## src/sv/cycle_time_converter_macros.svh

```systemverilog
// Assertion macros shared by the cycle time converter RTL.
`ifndef CYCLE_TIME_CONVERTER_MACROS_SVH
`define CYCLE_TIME_CONVERTER_MACROS_SVH

// Check that the consequent holds in the same cycle as the antecedent.
`define CTC_ASSERT_SAME(label, ante, cons, msg) \
  label: assert property (@(posedge clk_i) disable iff (!rst_ni) (ante) |-> (cons)) \
    else $error(msg);

// Check that the consequent holds in the cycle after the antecedent.
`define CTC_ASSERT_NEXT(label, ante, cons, msg) \
  label: assert property (@(posedge clk_i) disable iff (!rst_ni) (ante) |=> (cons)) \
    else $error(msg);

`endif

```

## src/sv/ctc_pkg.sv

```systemverilog
// Types and constants of the cycle time converter.
package ctc_pkg;

  // Request operation codes
  typedef enum logic [1:0] {
    FUNC_CYC_TO_US  = 2'd0,
    FUNC_US_TO_CYC  = 2'd1,
    FUNC_ELAPSED    = 2'd2,
    FUNC_HAS_ELAPSED = 2'd3
  } ctc_func_e;

  // Result status codes
  typedef enum logic [1:0] {
    ST_OK     = 2'd0,
    ST_RANGE  = 2'd1,
    ST_DEVICE = 2'd2
  } ctc_status_e;

  localparam int unsigned WordWidth = 32;
  localparam int unsigned NumCells  = 32;

  localparam logic [WordWidth-1:0] UsPerSecond = 32'd1_000_000;
  localparam logic [2*WordWidth-1:0] RoundBias  = 64'd999_999;

  // One request in flight through the divider row
  typedef struct packed {
    ctc_func_e              func;
    ctc_status_e            status;
    logic [WordWidth-1:0]   elapsed;
    logic [WordWidth-1:0]   rem;
    logic [WordWidth-1:0]   lo;
  } ctc_item_t;

endpackage

```

## src/sv/ctc_front.sv

```systemverilog
// Front end: scaling multiply, rounding bias and quotient range check.
module ctc_front #(
  parameter int unsigned COUNT_WIDTH = 32
) (
  input  logic                   clk_i,
  input  logic                   rst_ni,
  input  logic                   en_i,
  input  logic                   valid_i,
  input  ctc_pkg::ctc_func_e     func_i,
  input  logic [31:0]            amount_i,
  input  logic [31:0]            start_count_i,
  input  logic [31:0]            current_count_i,
  input  logic [31:0]            freq_i,
  output logic                   valid_o,
  output ctc_pkg::ctc_item_t     item_o
);

  localparam logic [31:0] ElapsedMask = 32'((64'd1 << COUNT_WIDTH) - 64'd1);

  logic               v1_q;
  ctc_pkg::ctc_func_e func1_q;
  logic [63:0]        prod1_q;
  logic [31:0]        elapsed1_q;
  logic               dev1_q;

  logic [31:0]        mult;
  logic [31:0]        diff;
  logic [63:0]        sum;
  logic [31:0]        divisor;
  logic               ovf;
  logic               v2_q;
  ctc_pkg::ctc_item_t item2_q;
  ctc_pkg::ctc_item_t item2_d;

  // Pick the scale factor and take the wrapping counter difference
  always_comb begin
    mult = (func_i == ctc_pkg::FUNC_CYC_TO_US) ? ctc_pkg::UsPerSecond : freq_i;
    diff = (current_count_i - start_count_i) & ElapsedMask;
  end

  // Stage one: multiply
  always_ff @(posedge clk_i or negedge rst_ni) begin
    if (!rst_ni) begin
      v1_q <= 1'b0;
    end else if (en_i) begin
      v1_q <= valid_i;
    end
  end

  always_ff @(posedge clk_i) begin
    if (en_i) begin
      func1_q    <= func_i;
      prod1_q    <= 64'(amount_i) * 64'(mult);
      elapsed1_q <= diff;
      dev1_q     <= (freq_i == 32'd0) && (func_i != ctc_pkg::FUNC_ELAPSED);
    end
  end

  // Add the ceiling bias (not for cycles to microseconds) and check that the quotient fits one word
  always_comb begin
    sum     = prod1_q + ((func1_q == ctc_pkg::FUNC_CYC_TO_US) ? 64'd0 : ctc_pkg::RoundBias);
    divisor = (func1_q == ctc_pkg::FUNC_CYC_TO_US) ? freq_i : ctc_pkg::UsPerSecond;
    ovf     = (sum[63:32] >= divisor) && (func1_q != ctc_pkg::FUNC_ELAPSED);
    item2_d.func    = func1_q;
    item2_d.elapsed = elapsed1_q;
    item2_d.rem     = sum[63:32];
    item2_d.lo      = sum[31:0];
    if (dev1_q) begin
      item2_d.status = ctc_pkg::ST_DEVICE;
    end else if (ovf) begin
      item2_d.status = ctc_pkg::ST_RANGE;
    end else begin
      item2_d.status = ctc_pkg::ST_OK;
    end
  end

  // Stage two: register the dividend
  always_ff @(posedge clk_i or negedge rst_ni) begin
    if (!rst_ni) begin
      v2_q <= 1'b0;
    end else if (en_i) begin
      v2_q <= v1_q;
    end
  end

  always_ff @(posedge clk_i) begin
    if (en_i) begin
      item2_q <= item2_d;
    end
  end

  assign valid_o = v2_q;
  assign item_o  = item2_q;

endmodule

```

## config.mk

```make
export PLATFORM = sky130hd
export DESIGN_NAME = ctc_front
export DESIGN_NICKNAME = d
export VERILOG_FILES = /design/src/sv/cycle_time_converter_macros.svh /design/src/sv/ctc_pkg.sv /design/src/sv/ctc_front.sv
export SDC_FILE = /design/constraint.sdc
export NUM_CORES = 2
export LEC_CHECK = 0
export BUFFER_PORTS_ARGS = -buffer_cell sky130_fd_sc_hd__buf_4
export CAP_MARGIN = 15
export CORE_ASPECT_RATIO = 1.2
export CORE_MARGIN = 2
export CORE_UTILIZATION = 59
export DETAILED_ROUTE_END_ITERATION = 12
export PLACE_DENSITY = 0.8
export SYNTH_ARGS = -nofsm -noshare
export SYNTH_HDL_FRONTEND = slang
export SYNTH_SLANG_ARGS = --single-unit
```

## constraint.sdc

```tcl
create_clock -name clk_i -period 5.3 [get_ports clk_i]
set_input_delay 0.795 -clock clk_i [delete_from_list [all_inputs] [get_ports clk_i]]
set_output_delay 0.795 -clock clk_i [all_outputs]
set_load 0.1 [all_outputs]
```

======== Word-level counts from Yosys, hierarchy flattened ========
Index checks and enable logic that the tools add are counted.
storage, ports and cells
  register bits ........................... 201
  input port bits ......................... 134
  output and inout bits ................... 101
  logic and storage cells ................. 26
cells by class
  multiplexer cells ....................... 4
  add/subtract/negate cells ............... 2
  $mul .................................... 1
  magnitude comparators ................... 1
  reduce and logical (&&, ||, !) cells .... 5
  equality and inequality tests ........... 2
operator list
  kind                                            count
  64-bit by 20-bit adder with 64-bit output       1
  32-bit by 32-bit multiplier with 64-bit output  1
  32-bit two-way mux                              2
  32-bit >= comparator                            1
  32-bit logical NOT                              1
  32-bit subtractor                               1
  20-bit two-way mux                              1
  2-bit logical NOT                               2
  2-bit inequality test (second input constant)   2
  1-bit logical AND                               2
  1-bit two-way mux                               1

======== Depth between registers and ports, before layout ========
  depth in word-level cells ............... 6
  gate-level depth with buffers ........... 32

======== Worst setup path before layout ========
Ideal clock, no wire load.
  kind .................................... in2reg
  start point ............................. input port func_i[0]
  end point ............................... register prod1_q[60], data pin
  path slack .............................. -3118 ps
  setup time .............................. 263 ps
  data arrival time ....................... 8155 ps
  required time ........................... 5037 ps
  cell stages on the path ................. 28
  path through ............................ or2_2 -> clkbuf_1 -> clkbuf_1 -> clkbuf_1 -> clkbuf_1 -> and3_1 -> fa_1 -> fa_1 -> inv_1 -> fa_1 -> fa_1 -> inv_1 -> fa_1 -> fa_1 -> fa_1 -> fa_1 -> ha_1 -> buf_2 -> a21o_1 -> a21o_1 -> a21o_1 -> a41oi_2 -> o211a_1 -> o31ai_4 -> a2111oi_2 -> a211o_2 -> o221ai_2 -> xor2_1
between the ends
  longest elaborated chain between the ends .. 3
RTL lines
  item                                            line             text
  start, declared                                 ctc_front.sv:9   input ctc_pkg::ctc_func_e func_i,
  2-bit logical NOT                               ctc_front.sv:37  mult = (func_i == ctc_pkg::FUNC_CYC_TO_US) ? ctc_pkg::UsPerSecond : freq_i;
  32-bit two-way mux                              ctc_front.sv:37
  32-bit by 32-bit multiplier with 64-bit output  ctc_front.sv:53  prod1_q <= 64'(amount_i) * 64'(mult);
  end signal, assigned                            ctc_front.sv:53
  end, declared                                   ctc_front.sv:22  logic [63:0] prod1_q;
Every way passes these cells.
A chain may end at the register's enable or synchronous reset.

======== Worst setup path in the final report ========
  start point ............................. input port func_i[0]
  end point ............................... register prod1_q[52], data pin
Same word-level chain as after synthesis.

==> results.py <==
metrics = {
    "outcome": {
        "status": "finished, violations left",
        "violations": "negative setup slack",
    },
    "routing": {
        "firstDrtPassIters": 6,
        "via_per_inst": 6.09,
        "routedWlPerCell_um": 24.3,
        "drtIter0Drc": 3348,
        "vias": 37435,
        "postRouteAntennaNets": 0,
        "drc": 0,
        "wirelength_mm": 149,
    },
    "floorplanning": {
        "num_rows": 109,
        "core_um2": 73600,
        "die_area_um2": 76500,
        "die_y_um": 303,
        "initial_core_util": 0.595,
        "pin_count": 235,
        "die_w_um": 253,
    },
    "global_routing": {
        "grt.total_usage": 0.375,
        "grt_pass1_vias": 40412,
        "grt_max_degree": 104,
        "gr-total-overflow": 0,
        "grt_pass1_wl_mm": 217,
        "antenna_found_initial": 15,
    },
    "timing": {
        "finalClockSkew_ns": 0.0229,
        "rsz0062_at_grt": "yes",
        "timing.hold.ws_ns": 0.0609,
        "finalSetupTns_ns": -123.38,
        "min_period_ns": 8.01,
        "tightest_slew_ns": 0.825,
        "hold_violations": 0,
        "final-setup-viol-count": 56,
        "setup_ws_ns": -2.71,
        "finalCritPeriodShare": 1.51,
        "slew-limit-headroom": 0.450,
        "fmax_mhz": 125,
        "final_max_slew_viol_count": 0,
    },
    "worst_setup_path": {
        "criticalPathCategory": "in -> reg",
        "worstPathMaxFanout": 20,
        "end_kind": "register",
        "start_kind": "input port",
        "cp.required_ns": 5.58,
        "cp.arrival_ns": 8.29,
    },
    "cts": {
        "ctsHtreeMaxLevel": 1,
        "clockBufferDepth": 3,
        "cts_tree": "built",
        "cts_sinks": 201,
        "numCtsBuffers": 20,
        "cts_hold_buffers": 0,
        "clk_pin_slew_ns": 0.07,
        "clk_latency_ns": 0.52,
        "cts_root_buf": "clkbuf_16",
    },
    "cells_and_area": {
        "fin_cells": 6144,
        "drive_gt1_frac": 0.245,
        "nFillCells": 4853,
        "area_growth_pct": 23.7,
        "layout.nets": 6544,
    },
    "synth": {
        "ys_seq_area_frac": 0.137,
        "synthDominantCellAreaShare": 0.410,
        "synthTopCellsByCount": "inv_1 (915), fa_1 (898), nand2_1 (504)",
        "yosysWarningCount": 0,
        "synth_edf_count": 199,
        "ys_top_cells_by_area": "fa_1 (41%), edfxtp_1 (14%), ha_1 (9.6%), inv_1 (7.8%), and3_1 (7.1%)",
        "ys_async_sr_fraction": 0.00995,
        "yosysTopAreaCell": "fa_1",
        "synth_cell_types": 75,
        "synth_seq_cells": 201,
        "synthMostInstantiatedCell": "inv_1",
        "synthesis.instances": 4566,
        "ys.flop_type": "edfxtp_1",
        "syn_area_um2": 43800,
        "syn_nets": 5936,
        "avgSynthCellArea_um2": 9.60,
    },
    "placed_design": {
        "portBuffers": 234,
        "dp_slack_ns": -3.17,
        "dp_hpwl_mm": 113,
        "place_congestion": 0.985,
        "dp_cells": 6016,
    },
    "flow_run": {
        "cap_violations": 0,
    },
    "worst_hold_path": {
        "worstHoldPathType": "in -> async",
    },
}
per-stage QoR:
step / instance area (um^2) / utilization
3_3_place_gp: 50800 / 0.689
4_1_cts: 52900 / 0.718
5_1_grt: 54200 / 0.736
2_1_floorplan: 44400 / -
6_report: 54200 / 0.737
3_5_place_dp: 50800 / 0.689
layer usage:
| layer | vias to the layer above | share of wire | wire length (um) | global-route usage |
|---|---|---|---|---|
| met4 | 6 | 0.10 | 14900 | 0.281 |
| met1 | 18546 | 0.32 | 47600 | 0.419 |
| met5 | - | 0.00030 | 44 | 0 |
| met3 | 917 | 0.10 | 15400 | 0.0802 |
| met2 | 2478 | 0.48 | 71100 | 0.632 |
| li1 | 15488 | - | - | - |
kinds of logic after synthesis:
logic type,after synthesis,synth area share
AO/OA/AOI/OAI,351,0.0523
XOR/XNOR,154,0.0308
adder cells (fa/ha/maj),1236,0.507
buffers and inverters,1199,0.103
flip-flops,201,0.137
multiplexers,2,0.000514
AND/OR/NAND/NOR,1423,0.169
worst max-delay path, stage by stage:
cell,delay [ns]
buf_8,0.11
or2_4,0.34
buf_12,0.18
buf_6,0.16
and3_1,0.21
fa_1,0.57
inv_1,0.08
fa_1,0.50
fa_1,0.46
fa_1,0.56
inv_1,0.06
fa_1,0.49
fa_2,0.61
fa_1,0.45
fa_2,0.47
ha_1,0.53
and3_1,0.27
nor3b_4,0.29
o21ai_2,0.15
o31ai_4,0.28
a2111oi_2,0.12
a211o_2,0.36
buf_4,0.14
xnor2_1,0.11
sequential cells by signal (all words and copies together) (netlist names):
name	count
item_o	100
valid_o	1
prod1_q	64
func1_q	2
elapsed1_q	32
dev1_q	1
v1_q	1
timing repair:
| item | in CTS | in global routing |
|---|---|---|
| setup endpoints to repair | 57 | 58 |
| cloned | 12 | 7 |
| setup buffers | 40 | 34 |
| pin swaps | 124 | 118 |
| gates resized for setup | 184 | 230 |
final timing paths:
path / from / to / depth (start not counted) / slack (ns)
worst max-delay path: func_i[0] / prod1_q[52] / 24 / -2.71
worst min-delay path: rst_ni / valid_o / 1 / 0.06
worst max register to register: func1_q[0] / item_o[96] / 24 / 0.19
worst min register to register: elapsed1_q[11] / item_o[75] / 0 / 0.42
max in group asynchronous: rst_ni / v1_q / 1 / 5.15
min in group clk_i: elapsed1_q[11] / item_o[75] / 0 / 0.42
layout by cell type (no fill, tap or decap), drive strengths merged, types with 69 or more instances in the layout:
cell type and count:
a21o 69, and2 185, edfxtp 199, and3 496, inv 916, xnor2 105
nand2 504, a21oi 114, nor2 77, buf 858, fa 898, ha 338
final cells by class:
class	count	area (um^2)	area share
antenna	13	32.5	0.000600
clock buffer	24	515	0.00950
clock inverter	12	106	0.00196
inverter	916	3440	0.0634
multi-input combinational	3167	35300	0.651
sequential	201	6030	0.111
tap	943	1180	0.0218
timing repair buffer	868	7660	0.141
Power is not shown: default switching activity piles up to over one toggle a cycle in this logic, so the estimate is an artifact.
